==> config.mk <==
export PLATFORM = sky130hd
export DESIGN_NAME = fpu_stack_execution_unit
export DESIGN_NICKNAME = d
export VERILOG_FILES = /design/src/rtl/fpsu_pkg.sv /design/src/rtl/fpsu_ram.sv /design/src/rtl/fpsu_ctrl.sv /design/src/rtl/fpsu_dp.sv /design/src/rtl/fpu_stack_execution_unit.sv
export VERILOG_INCLUDE_DIRS = /design/src /design/src/rtl
export SDC_FILE = /design/constraint.sdc
export NUM_CORES = 2
export LEC_CHECK = 0
export ABC_AREA = 0
export BUFFER_PORTS_ARGS = -buffer_cell sky130_fd_sc_hd__buf_2
export CORE_MARGIN = 2
export CORE_UTILIZATION = 60
export DETAILED_ROUTE_END_ITERATION = 16
export HOLD_SLACK_MARGIN = 0.12
export PLACE_DENSITY = 0.79
export SKIP_LAST_GASP = 1
export SYNTH_ARGS = -nofsm -noshare
export SYNTH_HDL_FRONTEND = slang
export SYNTH_SLANG_ARGS = --single-unit
==> constraint.sdc <==
create_clock -name i_clk -period 9.5 [get_ports i_clk]
set_input_delay 1.425 -clock i_clk [delete_from_list [all_inputs] [get_ports i_clk]]
set_output_delay 1.425 -clock i_clk [all_outputs]
set_load 0.01 [all_outputs]
==> src/rtl/fpu_stack_execution_unit_macros.svh <==
// Assertion helpers shared by the execution unit modules.
`ifndef FPU_STACK_EXECUTION_UNIT_MACROS_SVH
`define FPU_STACK_EXECUTION_UNIT_MACROS_SVH

// Check that cons holds in the same cycle as ante.
`define FPSU_ASSERT_NOW(lbl, ante, cons, msg) \
    lbl: assert property (@(posedge i_clk) disable iff (!i_rst_n) (ante) |-> (cons)) \
        else $error(msg);

// Check that cons holds in the cycle after ante.
`define FPSU_ASSERT_NEXT(lbl, ante, cons, msg) \
    lbl: assert property (@(posedge i_clk) disable iff (!i_rst_n) (ante) |=> (cons)) \
        else $error(msg);

`endif

==> src/rtl/fpsu_pkg.sv <==
package fpsu_pkg;

    localparam int STACK_DEPTH = 8;
    localparam int PTR_W       = $clog2(STACK_DEPTH);
    localparam int FVAL_W      = 43;
    localparam int DIV_STEPS   = 25;
    localparam int CNT_W       = $clog2(DIV_STEPS);

    localparam logic [15:0] CTRL_DEFAULT  = 16'h037f;
    localparam logic [15:0] CTRL_EXC_MASK = 16'h003f;
    localparam logic [31:0] INF_BITS      = 32'h7f80_0000;
    localparam logic signed [16:0] EXP_BIAS = 17'sd127;
    localparam logic signed [16:0] EXP_MAX  = 17'sd255;

    typedef enum logic [1:0] {
        K_ZERO = 2'd0,
        K_FIN  = 2'd1,
        K_INF  = 2'd2
    } t_kind;

    typedef struct packed {
        t_kind       kind;
        logic        neg;
        logic [15:0] exp;
        logic [23:0] sig;
    } t_fval;

    typedef enum logic [2:0] {
        R_INIT  = 3'd0,
        R_LOAD  = 3'd1,
        R_STORE = 3'd2,
        R_LDCW  = 3'd3,
        R_ADD   = 3'd4,
        R_SUB   = 3'd5,
        R_MUL   = 3'd6,
        R_DIV   = 3'd7
    } t_req;

    typedef enum logic [1:0] {
        P_DONE = 2'd0,
        P_ADD  = 2'd1,
        P_MUL  = 2'd2,
        P_DIV  = 2'd3
    } t_path;

    typedef struct packed {
        logic accept;
        logic read;
        logic exec;
        logic add;
        logic norm;
        logic div;
        logic pack;
        logic fin;
    } t_cmd;

    typedef struct packed {
        t_path path;
        logic  add_zero;
        logic  norm_done;
        logic  div_last;
    } t_sts;

endpackage

==> src/rtl/fpsu_ram.sv <==
module fpsu_ram #(
    parameter int WIDTH = fpsu_pkg::FVAL_W,
    parameter int DEPTH = fpsu_pkg::STACK_DEPTH
) (
    input  logic                     i_clk,
    input  logic                     i_we,
    input  logic [$clog2(DEPTH)-1:0] i_waddr,
    input  logic [WIDTH-1:0]         i_wdata,
    input  logic                     i_re,
    input  logic [$clog2(DEPTH)-1:0] i_raddr0,
    input  logic [$clog2(DEPTH)-1:0] i_raddr1,
    output logic [WIDTH-1:0]         o_rdata0,
    output logic [WIDTH-1:0]         o_rdata1
);

    logic [WIDTH-1:0] r_mem [DEPTH];

    // write one word, read two words registered
    always_ff @(posedge i_clk) begin
        if (i_we) begin
            r_mem[i_waddr] <= i_wdata;
        end
        if (i_re) begin
            o_rdata0 <= r_mem[i_raddr0];
            o_rdata1 <= r_mem[i_raddr1];
        end
    end

endmodule

==> src/rtl/fpsu_ctrl.sv <==
module fpsu_ctrl (
    input  logic           i_clk,
    input  logic           i_rst_n,
    input  logic           i_valid,
    input  logic           i_stall,
    input  fpsu_pkg::t_sts i_sts,
    output fpsu_pkg::t_cmd o_cmd,
    output logic           o_stall,
    output logic           o_valid
);

    `include "fpu_stack_execution_unit_macros.svh"

    typedef enum logic [8:0] {
        S_IDLE = 9'b000000001,
        S_READ = 9'b000000010,
        S_EXEC = 9'b000000100,
        S_ADD  = 9'b000001000,
        S_NORM = 9'b000010000,
        S_DIV  = 9'b000100000,
        S_PACK = 9'b001000000,
        S_FIN  = 9'b010000000,
        S_OUT  = 9'b100000000
    } t_state;

    t_state r_state;
    t_state n_state;

    // decode commands from state
    always_comb begin
        o_cmd        = '0;
        o_cmd.accept = (r_state == S_IDLE) && i_valid;
        o_cmd.read   = (r_state == S_READ);
        o_cmd.exec   = (r_state == S_EXEC);
        o_cmd.add    = (r_state == S_ADD);
        o_cmd.norm   = (r_state == S_NORM);
        o_cmd.div    = (r_state == S_DIV);
        o_cmd.pack   = (r_state == S_PACK);
        o_cmd.fin    = (r_state == S_FIN);
    end

    assign o_stall = (r_state != S_IDLE);
    assign o_valid = (r_state == S_OUT);

    // advance through the instruction
    always_comb begin
        n_state = r_state;
        unique case (r_state)
            S_IDLE: if (i_valid) n_state = S_READ;
            S_READ: n_state = S_EXEC;
            S_EXEC: begin
                unique case (i_sts.path)
                    fpsu_pkg::P_ADD: n_state = S_ADD;
                    fpsu_pkg::P_MUL: n_state = S_PACK;
                    fpsu_pkg::P_DIV: n_state = S_DIV;
                    default:         n_state = S_FIN;
                endcase
            end
            S_ADD:  n_state = i_sts.add_zero ? S_FIN : S_NORM;
            S_NORM: if (i_sts.norm_done) n_state = S_FIN;
            S_DIV:  if (i_sts.div_last) n_state = S_PACK;
            S_PACK: n_state = S_FIN;
            S_FIN:  n_state = S_OUT;
            S_OUT:  if (!i_stall) n_state = S_IDLE;
            default: n_state = S_IDLE;
        endcase
    end

    always_ff @(posedge i_clk) begin
        if (!i_rst_n) begin
            r_state <= S_IDLE;
        end else begin
            r_state <= n_state;
        end
    end

    `FPSU_ASSERT_NEXT(a_accept_reads, o_cmd.accept, r_state == S_READ, "accept did not read")
    `FPSU_ASSERT_NEXT(a_out_holds, (r_state == S_OUT) && i_stall, r_state == S_OUT,
        "stalled word dropped")
    `FPSU_ASSERT_NEXT(a_div_runs, (r_state == S_DIV) && !i_sts.div_last, r_state == S_DIV,
        "divide left early")

endmodule

==> src/rtl/fpsu_dp.sv <==
module fpsu_dp (
    input  logic           i_clk,
    input  logic           i_rst_n,
    input  fpsu_pkg::t_cmd i_cmd,
    output fpsu_pkg::t_sts o_sts,
    input  logic [2:0]     i_req_type,
    input  logic [31:0]    i_operand_bits,
    input  logic [2:0]     i_st_index,
    output logic           o_result_code,
    output logic [31:0]    o_store_bits,
    output logic [15:0]    o_status_out,
    output logic [15:0]    o_control_out,
    output logic [7:0]     o_tag_valid_bits,
    output logic           o_exception_pending
);

    `include "fpu_stack_execution_unit_macros.svh"

    localparam int PW = fpsu_pkg::PTR_W;
    localparam int SD = fpsu_pkg::STACK_DEPTH;

    // instruction
    fpsu_pkg::t_req r_req, n_req;
    logic [31:0]    r_word, n_word;
    logic [PW-1:0]  r_idx, n_idx;
    // architectural state
    logic [PW-1:0]  r_top, n_top;
    logic [SD-1:0]  r_occ, n_occ;
    logic           r_ie, n_ie, r_ze, n_ze, r_sf, n_sf, r_es, n_es;
    logic [5:0]     r_mask, n_mask;
    logic           r_pend, n_pend;
    // result
    logic           r_code, n_code;
    logic [31:0]    r_store, n_store;
    logic           r_wr, n_wr;
    logic [PW-1:0]  r_wslot, n_wslot;
    fpsu_pkg::t_fval r_res, n_res;
    // arithmetic working registers
    logic           r_neg, n_neg;
    logic [15:0]    r_exp, n_exp;
    logic [23:0]    r_asig, n_asig, r_bsig, n_bsig;
    logic           r_aneg, n_aneg, r_bneg, n_bneg;
    logic [5:0]     r_sha, n_sha, r_shb, n_shb;
    logic [32:0]    r_mag, n_mag;
    logic [47:0]    r_prod, n_prod;
    logic [23:0]    r_rem, n_rem, r_dvsr, n_dvsr;
    logic           r_feed, n_feed;
    logic [24:0]    r_q, n_q;
    logic [fpsu_pkg::CNT_W-1:0] r_cnt, n_cnt;

    // stack memory
    logic [fpsu_pkg::FVAL_W-1:0] ram_rd0, ram_rd1;
    logic [PW-1:0]   src_slot, push_slot;
    fpsu_pkg::t_fval ra, rb, rbx;

    assign src_slot  = r_top + r_idx;
    assign push_slot = r_top - PW'(1);

    fpsu_ram #(
        .WIDTH (fpsu_pkg::FVAL_W),
        .DEPTH (SD)
    ) u_ram (
        .i_clk    (i_clk),
        .i_we     (i_cmd.fin && r_wr),
        .i_waddr  (r_wslot),
        .i_wdata  (r_res),
        .i_re     (i_cmd.read),
        .i_raddr0 (r_top),
        .i_raddr1 (src_slot),
        .o_rdata0 (ram_rd0),
        .o_rdata1 (ram_rd1)
    );

    assign ra = fpsu_pkg::t_fval'(ram_rd0);
    assign rb = fpsu_pkg::t_fval'(ram_rd1);

    // flip the right operand for subtract
    always_comb begin
        rbx = rb;
        if (r_req == fpsu_pkg::R_SUB) rbx.neg = !rb.neg;
    end

    // resolve zero and infinity operands, pick the long path
    fpsu_pkg::t_path sp_path;
    fpsu_pkg::t_fval sp_res;
    logic            sp_fail, sp_ze, arith, occ_ok, both_fin;

    always_comb begin
        arith    = (r_req == fpsu_pkg::R_ADD) || (r_req == fpsu_pkg::R_SUB) ||
                   (r_req == fpsu_pkg::R_MUL) || (r_req == fpsu_pkg::R_DIV);
        occ_ok   = r_occ[r_top] && r_occ[src_slot];
        both_fin = (ra.kind == fpsu_pkg::K_FIN) && (rbx.kind == fpsu_pkg::K_FIN);
        sp_path  = fpsu_pkg::P_DONE;
        sp_fail  = 1'b0;
        sp_ze    = 1'b0;
        sp_res   = ra;
        if (arith && occ_ok) begin
            unique case (r_req)
                fpsu_pkg::R_ADD, fpsu_pkg::R_SUB: begin
                    if (ra.kind == fpsu_pkg::K_ZERO) sp_res = rbx;
                    else if (rbx.kind == fpsu_pkg::K_ZERO) sp_res = ra;
                    else if (both_fin) sp_path = fpsu_pkg::P_ADD;
                    else sp_fail = 1'b1;
                end
                fpsu_pkg::R_MUL: begin
                    if (ra.kind == fpsu_pkg::K_ZERO || rbx.kind == fpsu_pkg::K_ZERO) begin
                        sp_res = '{kind: fpsu_pkg::K_ZERO, neg: ra.neg ^ rbx.neg,
                                   exp: '0, sig: '0};
                    end else if (both_fin) sp_path = fpsu_pkg::P_MUL;
                    else sp_fail = 1'b1;
                end
                fpsu_pkg::R_DIV: begin
                    if (rbx.kind == fpsu_pkg::K_ZERO) begin
                        sp_ze  = 1'b1;
                        sp_res = '{kind: fpsu_pkg::K_INF, neg: ra.neg ^ rbx.neg,
                                   exp: '0, sig: '0};
                    end else if (ra.kind == fpsu_pkg::K_ZERO) begin
                        sp_res = '{kind: fpsu_pkg::K_ZERO, neg: ra.neg ^ rbx.neg,
                                   exp: '0, sig: '0};
                    end else if (both_fin && rbx.sig != 24'd0) sp_path = fpsu_pkg::P_DIV;
                    else sp_fail = 1'b1;
                end
                default: sp_fail = 1'b0;
            endcase
        end
    end

    // exponent alignment for add
    logic signed [16:0] ediff;
    logic [16:0]        ndiff;
    logic               a_lt_b;

    assign ediff  = $signed({ra.exp[15], ra.exp}) - $signed({rbx.exp[15], rbx.exp});
    assign ndiff  = 17'(-ediff);
    assign a_lt_b = ediff[16];

    // store encoding of ST0
    logic signed [16:0] enc_e;
    logic               enc_ok;
    logic [31:0]        enc_bits;

    always_comb begin
        enc_e    = $signed({ra.exp[15], ra.exp}) + fpsu_pkg::EXP_BIAS;
        enc_ok   = 1'b1;
        enc_bits = {ra.neg, 31'd0};
        if (ra.kind == fpsu_pkg::K_INF) begin
            enc_bits = {ra.neg, 31'd0} | fpsu_pkg::INF_BITS;
        end else if (ra.kind != fpsu_pkg::K_ZERO) begin
            enc_ok   = (enc_e > 17'sd0) && (enc_e < fpsu_pkg::EXP_MAX) && ra.sig[23];
            enc_bits = {ra.neg, enc_e[7:0], ra.sig[22:0]};
        end
    end

    // aligned signed sum
    logic [31:0]        va, vb;
    logic signed [33:0] sa, sb, sum;

    always_comb begin
        va  = r_sha[5] ? 32'd0 : ({r_asig, 8'd0} >> r_sha[4:0]);
        vb  = r_shb[5] ? 32'd0 : ({r_bsig, 8'd0} >> r_shb[4:0]);
        sa  = r_aneg ? -$signed({2'b00, va}) : $signed({2'b00, va});
        sb  = r_bneg ? -$signed({2'b00, vb}) : $signed({2'b00, vb});
        sum = sa + sb;
    end

    // one restoring divide step
    logic [24:0] dv_t, dv_d;
    logic        dv_ge;

    assign dv_t  = {r_rem, r_feed};
    assign dv_d  = {1'b0, r_dvsr};
    assign dv_ge = dv_t >= dv_d;

    assign o_sts.path      = sp_path;
    assign o_sts.add_zero  = (sum == 34'sd0);
    assign o_sts.norm_done = (r_mag[32:31] == 2'b01);
    assign o_sts.div_last  = (r_cnt == fpsu_pkg::CNT_W'(fpsu_pkg::DIV_STEPS - 1));

    // next-state logic
    logic [7:0]  ld_e;
    logic [22:0] ld_f;
    logic        fault, ze_hit, pend_ldcw;
    logic [5:0]  new_mask;
    logic        carry;

    always_comb begin
        n_req = r_req;   n_word = r_word;   n_idx = r_idx;
        n_top = r_top;   n_occ = r_occ;
        n_ie = r_ie;     n_ze = r_ze;       n_sf = r_sf;     n_es = r_es;
        n_mask = r_mask; n_pend = r_pend;
        n_code = r_code; n_store = r_store; n_wr = r_wr;     n_wslot = r_wslot;
        n_res = r_res;   n_neg = r_neg;     n_exp = r_exp;
        n_asig = r_asig; n_bsig = r_bsig;   n_aneg = r_aneg; n_bneg = r_bneg;
        n_sha = r_sha;   n_shb = r_shb;     n_mag = r_mag;   n_prod = r_prod;
        n_rem = r_rem;   n_dvsr = r_dvsr;   n_feed = r_feed; n_q = r_q;
        n_cnt = r_cnt;
        ld_e      = r_word[30:23];
        ld_f      = r_word[22:0];
        fault     = 1'b0;
        ze_hit    = 1'b0;
        new_mask  = r_word[5:0];
        pend_ldcw = (r_ie && !new_mask[0]) || (r_ze && !new_mask[2]);
        carry     = r_prod[47];

        // latch the instruction word
        if (i_cmd.accept) begin
            n_req  = fpsu_pkg::t_req'(i_req_type);
            n_word = i_operand_bits;
            n_idx  = i_st_index;
        end

        // execute with both operands read
        if (i_cmd.exec) begin
            n_code  = 1'b0;
            n_store = 32'd0;
            n_wr    = 1'b0;
            n_wslot = r_top;
            unique case (r_req)
                fpsu_pkg::R_INIT: begin
                    n_top  = '0;
                    n_occ  = '0;
                    n_ie   = 1'b0; n_ze = 1'b0; n_sf = 1'b0; n_es = 1'b0;
                    n_mask = fpsu_pkg::CTRL_DEFAULT[5:0];
                    n_pend = 1'b0;
                end
                fpsu_pkg::R_LOAD: begin
                    if (ld_e == 8'hff || (ld_e == 8'd0 && ld_f != 23'd0)) begin
                        n_code = 1'b1;
                    end else if (r_occ[push_slot]) begin
                        fault = 1'b1;
                    end else begin
                        n_top            = push_slot;
                        n_occ[push_slot] = 1'b1;
                        n_wr             = 1'b1;
                        n_wslot          = push_slot;
                        if (ld_e == 8'd0) begin
                            n_res = '{kind: fpsu_pkg::K_ZERO, neg: r_word[31],
                                      exp: '0, sig: '0};
                        end else begin
                            n_res = '{kind: fpsu_pkg::K_FIN, neg: r_word[31],
                                      exp: 16'({8'd0, ld_e} - 16'd127),
                                      sig: {1'b1, ld_f}};
                        end
                    end
                end
                fpsu_pkg::R_STORE: begin
                    if (!r_occ[r_top]) begin
                        fault = 1'b1;
                    end else if (!enc_ok) begin
                        n_code = 1'b1;
                    end else begin
                        n_store      = enc_bits;
                        n_occ[r_top] = 1'b0;
                        n_top        = r_top + PW'(1);
                    end
                end
                fpsu_pkg::R_LDCW: begin
                    n_mask = new_mask;
                    if (r_es && pend_ldcw) n_pend = 1'b1;
                end
                default: begin
                    if (!occ_ok) begin
                        fault = 1'b1;
                    end else if (sp_fail) begin
                        n_code = 1'b1;
                    end else begin
                        n_wr   = 1'b1;
                        n_res  = sp_res;
                        ze_hit = sp_ze;
                        n_neg  = ra.neg ^ rbx.neg;
                        unique case (sp_path)
                            fpsu_pkg::P_ADD: begin
                                n_exp  = a_lt_b ? rbx.exp : ra.exp;
                                n_sha  = !a_lt_b ? 6'd0 :
                                         (ndiff > 17'd31) ? 6'd32 : ndiff[5:0];
                                n_shb  = a_lt_b ? 6'd0 :
                                         (ediff > 17'sd31) ? 6'd32 : ediff[5:0];
                                n_asig = ra.sig;  n_bsig = rbx.sig;
                                n_aneg = ra.neg;  n_bneg = rbx.neg;
                            end
                            fpsu_pkg::P_MUL: begin
                                n_prod = ra.sig * rbx.sig;
                                n_exp  = ra.exp + rbx.exp;
                            end
                            fpsu_pkg::P_DIV: begin
                                n_rem  = {1'b0, ra.sig[23:1]};
                                n_feed = ra.sig[0];
                                n_dvsr = rbx.sig;
                                n_q    = '0;
                                n_cnt  = '0;
                                n_exp  = ra.exp - rbx.exp - 16'd1;
                            end
                            default: n_exp = r_exp;
                        endcase
                    end
                end
            endcase
            // raise exceptions, ES and pending when unmasked
            if (fault) begin
                n_ie = 1'b1;
                n_sf = 1'b1;
                if (!r_mask[0]) begin
                    n_es   = 1'b1;
                    n_pend = 1'b1;
                end
            end
            if (ze_hit) begin
                n_ze = 1'b1;
                if (!r_mask[2]) begin
                    n_es   = 1'b1;
                    n_pend = 1'b1;
                end
            end
        end

        // add the aligned significands
        if (i_cmd.add) begin
            if (sum == 34'sd0) begin
                n_res = '{kind: fpsu_pkg::K_ZERO, neg: 1'b0, exp: '0, sig: '0};
            end else begin
                n_neg = sum[33];
                n_mag = sum[33] ? 33'(-sum) : sum[32:0];
            end
        end

        // normalize one bit per cycle
        if (i_cmd.norm) begin
            if (r_mag[32:31] == 2'b01) begin
                n_res = '{kind: fpsu_pkg::K_FIN, neg: r_neg, exp: r_exp, sig: r_mag[31:8]};
            end else if (r_mag[32]) begin
                n_mag = r_mag >> 1;
                n_exp = r_exp + 16'd1;
            end else begin
                n_mag = r_mag << 1;
                n_exp = r_exp - 16'd1;
            end
        end

        // one quotient bit per cycle
        if (i_cmd.div) begin
            n_rem  = dv_ge ? 24'(dv_t - dv_d) : dv_t[23:0];
            n_q    = {r_q[23:0], dv_ge};
            n_feed = 1'b0;
            n_cnt  = r_cnt + fpsu_pkg::CNT_W'(1);
        end

        // pack product or quotient
        if (i_cmd.pack) begin
            if (r_req == fpsu_pkg::R_MUL) begin
                n_res = '{kind: fpsu_pkg::K_FIN, neg: r_neg,
                          exp: r_exp + {15'd0, carry},
                          sig: carry ? r_prod[47:24] : r_prod[46:23]};
            end else begin
                n_res = '{kind: fpsu_pkg::K_FIN, neg: r_neg,
                          exp: r_exp + {15'd0, r_q[24]},
                          sig: r_q[24] ? r_q[24:1] : r_q[23:0]};
            end
        end
    end

    // control registers
    always_ff @(posedge i_clk) begin
        if (!i_rst_n) begin
            r_top  <= '0;
            r_occ  <= '0;
            r_ie   <= 1'b0;
            r_ze   <= 1'b0;
            r_sf   <= 1'b0;
            r_es   <= 1'b0;
            r_mask <= fpsu_pkg::CTRL_DEFAULT[5:0];
            r_pend <= 1'b0;
            r_code <= 1'b0;
            r_wr   <= 1'b0;
            r_cnt  <= '0;
        end else begin
            r_top  <= n_top;
            r_occ  <= n_occ;
            r_ie   <= n_ie;
            r_ze   <= n_ze;
            r_sf   <= n_sf;
            r_es   <= n_es;
            r_mask <= n_mask;
            r_pend <= n_pend;
            r_code <= n_code;
            r_wr   <= n_wr;
            r_cnt  <= n_cnt;
        end
    end

    // payload registers
    always_ff @(posedge i_clk) begin
        r_req   <= n_req;
        r_word  <= n_word;
        r_idx   <= n_idx;
        r_store <= n_store;
        r_wslot <= n_wslot;
        r_res   <= n_res;
        r_neg   <= n_neg;
        r_exp   <= n_exp;
        r_asig  <= n_asig;
        r_bsig  <= n_bsig;
        r_aneg  <= n_aneg;
        r_bneg  <= n_bneg;
        r_sha   <= n_sha;
        r_shb   <= n_shb;
        r_mag   <= n_mag;
        r_prod  <= n_prod;
        r_rem   <= n_rem;
        r_dvsr  <= n_dvsr;
        r_feed  <= n_feed;
        r_q     <= n_q;
    end

    assign o_result_code       = r_code;
    assign o_store_bits        = r_store;
    assign o_status_out        = {2'b00, r_top, 3'b000, r_es, r_sf, 3'b000, r_ze, 1'b0, r_ie};
    assign o_control_out       = (fpsu_pkg::CTRL_DEFAULT & ~fpsu_pkg::CTRL_EXC_MASK) |
                                 {10'd0, r_mask};
    assign o_tag_valid_bits    = r_occ;
    assign o_exception_pending = r_pend;

    `FPSU_ASSERT_NEXT(a_norm_hidden, i_cmd.norm && o_sts.norm_done, r_res.sig[23],
        "normalized sum lost hidden bit")
    `FPSU_ASSERT_NOW(a_write_occupied, i_cmd.fin && r_wr, r_occ[r_wslot],
        "write to empty register")

endmodule

==> src/rtl/fpu_stack_execution_unit.sv <==
// channel | valid   | stall   | fields
// --------+---------+---------+--------------------------------------------------
// in      | i_valid | o_stall | i_req_type, i_operand_bits, i_st_index
// out     | o_valid | i_stall | o_result_code, o_store_bits, o_status_out,
//         |         |         | o_control_out, o_tag_valid_bits, o_exception_pending
//
// One instruction at a time. Init, load, store, load control and arithmetic
// with a zero or infinity operand pass through read, execute, finish and output.
// Multiply adds a pack step; divide adds the 25-step restoring divider and pack;
// add and subtract add a sum step and then normalize one bit per step,
// but skip normalizing when the sum is exactly zero.
// Reset (synchronous, active low) empties the stack; stack values need no clear.
// A stalled result word holds, and no new word is taken until it is delivered.
module fpu_stack_execution_unit (
    input  logic        i_clk,
    input  logic        i_rst_n,
    input  logic        i_valid,
    output logic        o_stall,
    input  logic [2:0]  i_req_type,
    input  logic [31:0] i_operand_bits,
    input  logic [2:0]  i_st_index,
    output logic        o_valid,
    input  logic        i_stall,
    output logic        o_result_code,
    output logic [31:0] o_store_bits,
    output logic [15:0] o_status_out,
    output logic [15:0] o_control_out,
    output logic [7:0]  o_tag_valid_bits,
    output logic        o_exception_pending
);

    fpsu_pkg::t_cmd cmd;
    fpsu_pkg::t_sts sts;

    fpsu_ctrl u_ctrl (
        .i_clk   (i_clk),
        .i_rst_n (i_rst_n),
        .i_valid (i_valid),
        .i_stall (i_stall),
        .i_sts   (sts),
        .o_cmd   (cmd),
        .o_stall (o_stall),
        .o_valid (o_valid)
    );

    fpsu_dp u_dp (
        .i_clk               (i_clk),
        .i_rst_n             (i_rst_n),
        .i_cmd               (cmd),
        .o_sts               (sts),
        .i_req_type          (i_req_type),
        .i_operand_bits      (i_operand_bits),
        .i_st_index          (i_st_index),
        .o_result_code       (o_result_code),
        .o_store_bits        (o_store_bits),
        .o_status_out        (o_status_out),
        .o_control_out       (o_control_out),
        .o_tag_valid_bits    (o_tag_valid_bits),
        .o_exception_pending (o_exception_pending)
    );

endmodule

# ---- After elaboration in Yosys (flattened, before gate mapping)
# Memories as Yosys holds them, arrays and structs flattened. A register that Yosys moved wholly into a read port is not among the register bits.
# Index checks and enable logic that the tools add are counted.
dict set report op_classes {
  addsub 20
  shift 2
  mux 160
  n_reduce_logical 56
  bitwise 11
  eq_ne 36
  n_mul 1
  magnitude_cmp 10
}
# op n
set ops {}
lappend ops {{$mux 43} 15}
lappend ops {{$mux 24} 9}
lappend ops {{$mux 33} 6}
lappend ops {{$mux 25} 6}
lappend ops {{$pmux 43 s3} 1}
lappend ops {{$mux 16} 8}
lappend ops {{$pmux 43 s2} 1}
lappend ops {{$pmux 9 s9} 1}
lappend ops {{$mux 34} 2}
lappend ops {{$neg 32->34} 2}
lappend ops {{$mux 32} 2}
lappend ops {{$shr 32x5->32} 2}
lappend ops {{$mux 31} 2}
lappend ops {{$mux 1} 59}
lappend ops {{$mul 24x24->48} 1}
lappend ops {{$pmux 16 s3} 1}
lappend ops {{$pmux 8 s3} 2}
lappend ops {{$mux 42} 1}
lappend ops {{$mux 40} 1}
lappend ops {{$mux 8} 5}
lappend ops {{$mux 9} 4}
lappend ops {{$add 34x34->34} 1}
lappend ops {{$logic_not 34->1} 1}
lappend ops {{$neg 33->33} 1}
lappend ops {{75 further kinds} 162}
dict set report word_totals {
  regBits 387
  ramBits 344
  output_inout_bits 76
  inputBits 42
  mem_count 1
  elab_cells 334
}
# memory words word_bits rd rd_ports_with_merged_regs wr line
set mem_list {}
lappend mem_list {u_dp.u_ram.r_mem 8 43 2 2 1 fpsu_ram.sv:16} ;# logic [WIDTH-1:0] r_mem [DEPTH];

# ---- Longest topological paths before layout
dict set report logic_depth {
  ltp_word 17
  depth_mapped 37
  ltp_nobuf 31
}

# ---- Hierarchy
# Synthesis repeated with hierarchy kept, for this count alone.
dict set report hier_totals {
  hier_cells 6196
  area_unflattened_um2 66567.6
}
# module instances cells_per_inst area_per_inst_um2
set modules_own_cells {}
lappend modules_own_cells {fpsu_dp 1 5368 47345.4}
lappend modules_own_cells {fpsu_ram 1 751 18549.0}
lappend modules_own_cells {fpsu_ctrl 1 77 673.1}

# ---- Least setup slack after synthesis
# Ideal clock, no wire load.
dict set report synth_timing {
  path_kind {reg2reg}
  from {register u_dp.u_ram.o_rdata1[3] (read register of u_dp.u_ram.r_mem)}
  to {register u_dp.r_prod[42] (data pin)}
  stages_incl_launch_ff 30
  arrival_time_ps 7040
  setup_ps 265
  period_less_slack_ps 7304
  path_slack_ps 2196
  path_cell_list {edfxtp_1 > clkbuf_1 > clkbuf_1 > nand2_1 > fa_1 > inv_1 > fa_1 > inv_1 > fa_1 > fa_1 > inv_1 > fa_1 > fa_1 > inv_1 > fa_1 > inv_1 > ha_1 > a21o_1 > a21o_1 > a21o_1 > a21o_1 > a21oi_1 > and3_1 > o21a_1 > nor3_1 > o21ai_0 > o21ai_0 > a31o_2 > nand3_1 > a211oi_1}
}
dict set report synth_via {
  elab_chain_cells 1
}
# element line
set synth_lines {}
lappend synth_lines {{start: declaration} fpsu_ram.sv:13} ;# output logic [WIDTH-1:0] o_rdata1
lappend synth_lines {{$mul 24x24->48} fpsu_dp.sv:282} ;# n_prod = ra.sig * rbx.sig;
lappend synth_lines {{end signal: assignment} fpsu_dp.sv:407} ;# r_prod <= n_prod;
lappend synth_lines {{end: declaration} fpsu_dp.sv:45} ;# logic [47:0] r_prod, n_prod;
# No other way between the ends.
# A chain may end at the register's enable or synchronous reset.

==> results.cfg <==
[hold_path]
path_class_of_the_lowest_slack_min_delay_path = flop to flop
timing.hold.worst.start = u_dp.r_feed$_SDFFE_PN0P_
whs_endpoint = u_dp.r_feed$_SDFFE_PN0P_
worst_hold_path.num_cells = 2

[clock_network]
cts_max_path_buffers = 3
ctsHtreeMaxLevel = 3
clock-sinks = 794
tritoncts.num_buffers = 80
clkLatencyLatePin_ns = 0.68
tritoncts = built
holdBufCountCts = 0
clock_slew_at_reported_path_ffs_ns = 0.07
cts_root_buffer = sky130_fd_sc_hd__clkbuf_16

[setup_path]
ff2ff_path_depth = 25
worst-path-max-fanout = 21
register_to_register_path_setup_slack_ns = 0.71
cp-end-kind = flop
reg2reg_to = u_dp.r_res[27]$_DFF_P_
start_kind = flop
worst_ep_arrival_time_ns = 9.33
endpoint_required_time_on_the_critical_path_ns = 10.04
timing.rr.start = u_dp.r_sha[1]$_SDFFCE_PP0P_
critPathKind = flop to flop

[global_routing]
vias_in_the_first_global_route = 51900
grt_usage = 0.361
grt_max_degree = 63
grt_pass1_wl_mm = 306
antenna_found_initial = 11
globalRoute.totalOverflow = 0

[timing]
transition_at_the_pin_with_the_smallest_max_transition_slack_ns = 1.36
hold_violations = 0
final-max-slew-violation-count = 0
final.setup.worst_slack_ns = 0.714
clock_skew_ns = 0.0572
tns_ns = 0
finish_stage_setup_viols = 0
fin_crit_sh = 0.925
finalWorstPathRequiredPeriod_ns = 8.79
clock.fmax_mhz = 114
grt_setup_unrepaired = no
relSlewSlack = 0.0877

[routing]
vias = 52200
routedWlPerCell_um = 25.9
totalWireLength_mm = 201
vias_per_cell = 6.72
detail_route.drc_violations = 0
drt-pass1-iter-count = 8
detail-route-antenna-nets = 0
first_iter_violations = 7029

[placement]
io_buffer_count = 98
finalWeightedCongestion = 1.01
pre_cts_ws_ns = 0.768
dpl.hpwl_mm = 144

[cells_and_area]
area.growth.synth_to_final_pct = 7.26
layout-drive-gt1-share = 0.107
final_core_utilization = 0.649
num-nets-final = 7100

[synthesis]
main_combinational_cell_family_by_area_after_synthesis = adder cells
postSynthRegisterBits = 794
post_synth_most_frequent_cells = sky130_fd_sc_hd__nand2_1 (679), sky130_fd_sc_hd__inv_1 (675), sky130_fd_sc_hd__edfxtp_1 (663)
synth_xor_xnor_area_share = 0.0248
synth_top_flop_cell = sky130_fd_sc_hd__edfxtp_1
synth_largest_type_area_fraction = 0.308
netlist_instances = 6329
ys_top_cells_by_area = sky130_fd_sc_hd__edfxtp_1 (31%), sky130_fd_sc_hd__fa_1 (15%), sky130_fd_sc_hd__ha_1 (5.6%), sky130_fd_sc_hd__mux4_2 (4.5%), sky130_fd_sc_hd__dfxtp_1 (4.1%)
synth_top_area_cell = sky130_fd_sc_hd__edfxtp_1
yosys_warnings = 0
ys_seq_area_frac = 0.349
yosys.cell_count.top_type = sky130_fd_sc_hd__nand2_1
synth_area_um2 = 64600
synthesis.area_per_instance_um2 = 10.2
synthAdderAreaFrac = 0.207
synthesized_area_fraction_occupied_by_ao_oa_aoi_and_oai_cells = 0.133
netlist-cell-type-count = 96
share_of_synthesized_area_spent_on_multiplexers = 0.0799
async_flop_share = 0
synth_simple_gate_area_share = 0.142
synth_edf_count = 663

[pwr]
vdd.ir_drop.worst_mv = 0.835
cellLeakagePower_nw = 27.7
power_density_nw_per_um2 = 259

[die]
dieArea_um2 = 110000
die_y_um = 332
top_level_ports = 118
chip_width_um = 332
initial_core_util = 0.605
floorplan.rows = 120
area_inside_the_core_boundary_um2 = 107000

[job]
drv_cap = 0

[outcome]
outcome = finished, final reports clean
[cells in the final DEF, fill, tap and decap left out, types with 58 or more instances in the layout]
cell type	synthesis	layout
sky130_fd_sc_hd__a21o_1	68	68
sky130_fd_sc_hd__a21oi_1	301	299
sky130_fd_sc_hd__a22oi_1	219	219
sky130_fd_sc_hd__and2_1	333	333
sky130_fd_sc_hd__and3_1	60	58
sky130_fd_sc_hd__buf_2	14	98
sky130_fd_sc_hd__buf_4	25	140
sky130_fd_sc_hd__clkbuf_16	0	81
sky130_fd_sc_hd__dfxtp_1	131	131
sky130_fd_sc_hd__edfxtp_1	663	663
sky130_fd_sc_hd__fa_1	488	487
sky130_fd_sc_hd__ha_1	290	289
sky130_fd_sc_hd__inv_1	675	673
sky130_fd_sc_hd__mux2_2	94	94
sky130_fd_sc_hd__mux2i_1	117	117
sky130_fd_sc_hd__mux4_2	130	130
sky130_fd_sc_hd__nand2_1	679	677
sky130_fd_sc_hd__nand3_1	93	93
sky130_fd_sc_hd__nand4_1	74	74
sky130_fd_sc_hd__nor2_1	289	276
sky130_fd_sc_hd__nor3_1	75	67
sky130_fd_sc_hd__o21ai_0	240	240
sky130_fd_sc_hd__xnor2_1	116	114
sky130_fd_sc_hd__xor2_1	63	63
[layer usage]
layer	part of all wire	global-route usage
met4	0.057	0.186
met3	0.13	0.0976
met1	0.36	0.475
met2	0.44	0.552
met5	0.00068	0.00521
[cells by family (layout without fill, tap and decap cells)]
family | count (synthesis) | after routing
adder cells (fa/ha/maj) | 778 | 778
AO/OA/AOI/OAI | 1305 | 1305
XOR/XNOR | 181 | 181
buffers and inverters | 1070 | 1072
AND/OR/NAND/NOR | 1857 | 1857
other | 2 | 26
flip-flops | 794 | 794
multiplexers | 342 | 342
[critical path, cell delays in order (launching register included)]
cell	delay (ns)
sky130_fd_sc_hd__edfxtp_1	0.88
sky130_fd_sc_hd__buf_4	0.36
sky130_fd_sc_hd__nor2b_1	0.36
sky130_fd_sc_hd__and2_1	0.21
sky130_fd_sc_hd__nor3_1	0.08
sky130_fd_sc_hd__a221o_1	0.43
sky130_fd_sc_hd__nor4_1	0.50
sky130_fd_sc_hd__nand3b_1	0.23
sky130_fd_sc_hd__or4_1	0.46
sky130_fd_sc_hd__or2_2	0.31
sky130_fd_sc_hd__nor2_1	0.17
sky130_fd_sc_hd__nand2_1	0.09
sky130_fd_sc_hd__a21oi_1	0.13
sky130_fd_sc_hd__o22ai_1	0.10
sky130_fd_sc_hd__ha_1	0.50
sky130_fd_sc_hd__nand4_1	0.18
sky130_fd_sc_hd__or2_2	0.31
sky130_fd_sc_hd__o21ai_0	0.50
sky130_fd_sc_hd__o2111a_1	0.29
sky130_fd_sc_hd__o21ai_0	0.14
sky130_fd_sc_hd__a211oi_1	0.43
sky130_fd_sc_hd__o2111ai_1	0.24
sky130_fd_sc_hd__or4bb_1	0.62
sky130_fd_sc_hd__nor4b_4	0.53
sky130_fd_sc_hd__or2_1	0.45
sky130_fd_sc_hd__o21ai_0	0.16
[flip-flops by register name (all words and copies together), names as in the netlist, 5 cells and up]
name / count
u_dp.r_prod: 25
u_dp.r_bsig: 24
u_dp.r_asig: 24
u_dp.o_tag_valid_bits: 8
u_dp.r_res: 43
u_dp.r_rem: 24
u_dp.r_dvsr: 24
u_dp.r_shb: 6
u_dp.r_word: 32
u_dp.r_q: 25
u_dp.o_store_bits: 32
u_dp.r_exp: 16
u_ctrl.r_state: 9
u_dp.r_mask: 6
u_dp.r_cnt: 5
u_dp.r_mag: 33
u_dp.u_ram.r_mem: 344
u_dp.r_sha: 6
u_dp.u_ram.o_rdata1: 43
u_dp.u_ram.o_rdata0: 43
[metrics by stage]
stage | cell area, um^2 | total power, W | std cells | hold WS (ns)
finish | 69300 | 0.0180 | 7758 | 0.462
global route | 69300 | 0.0195 | 7752 | 0.486
CTS | 69300 | 0.0179 | 7750 | 0.459
detailed placement | 66600 | 0.0146 | 7600 | 0.451
global placement | 66600 | 0.0143 | 7600 | 0.439
floorplan | 64700 | 0.0120 | 6346 | 0.424
[worst max-delay path by stage]
stage | startpoint | endpoint | slack (ns) | depth (start not counted)
after detailed placement | u_dp.r_sha[0]$_SDFFCE_PP0P_ | u_dp.r_mag[4]$_DFF_P_ | 0.77 | 31
after floorplan | u_dp.u_ram.o_rdata1[3]$_DFFE_PP_ | u_dp.r_prod[42]$_DFFE_PP_ | 2.20 | 29
after CTS | u_dp.r_sha[0]$_SDFFCE_PP0P_ | u_dp.r_mag[4]$_DFF_P_ | 0.73 | 31
after global routing | u_dp.r_sha[0]$_SDFFCE_PP0P_ | u_dp.r_res[27]$_DFF_P_ | 0.06 | 28
final | u_dp.r_sha[1]$_SDFFCE_PP0P_ | u_dp.r_res[27]$_DFF_P_ | 0.71 | 25
after global placement | u_dp.r_sha[0]$_SDFFCE_PP0P_ | u_dp.r_mag[17]$_DFF_P_ | 1.02 | 26
[layout make-up]
class / instances / area [um^2]
multi-input cells: 4482 / 38200
repair buffers: 240 / 1570
clock buffers: 118 / 2290
diodes: 7 / 17.5
clock inverters: 32 / 413
fillers: 8192 / 37600
flip-flops and latches: 794 / 22500
well taps: 1403 / 1760
inverters: 682 / 2560
[report_power, final]
group	switching, W	internal, W	leakage [nW]
clock	0.00145	0.00181	1.28
combinational	0.00596	0.00434	19.6
sequential	0.000165	0.00426	6.79
[repair_timing]
item,4_1_cts,5_1_grt
buffers inserted,0,1
resized for setup,0,1
setup endpoints to repair,0,11
endpoints found under the hold margin,0,0
Power figures use the tool's default switching activity.
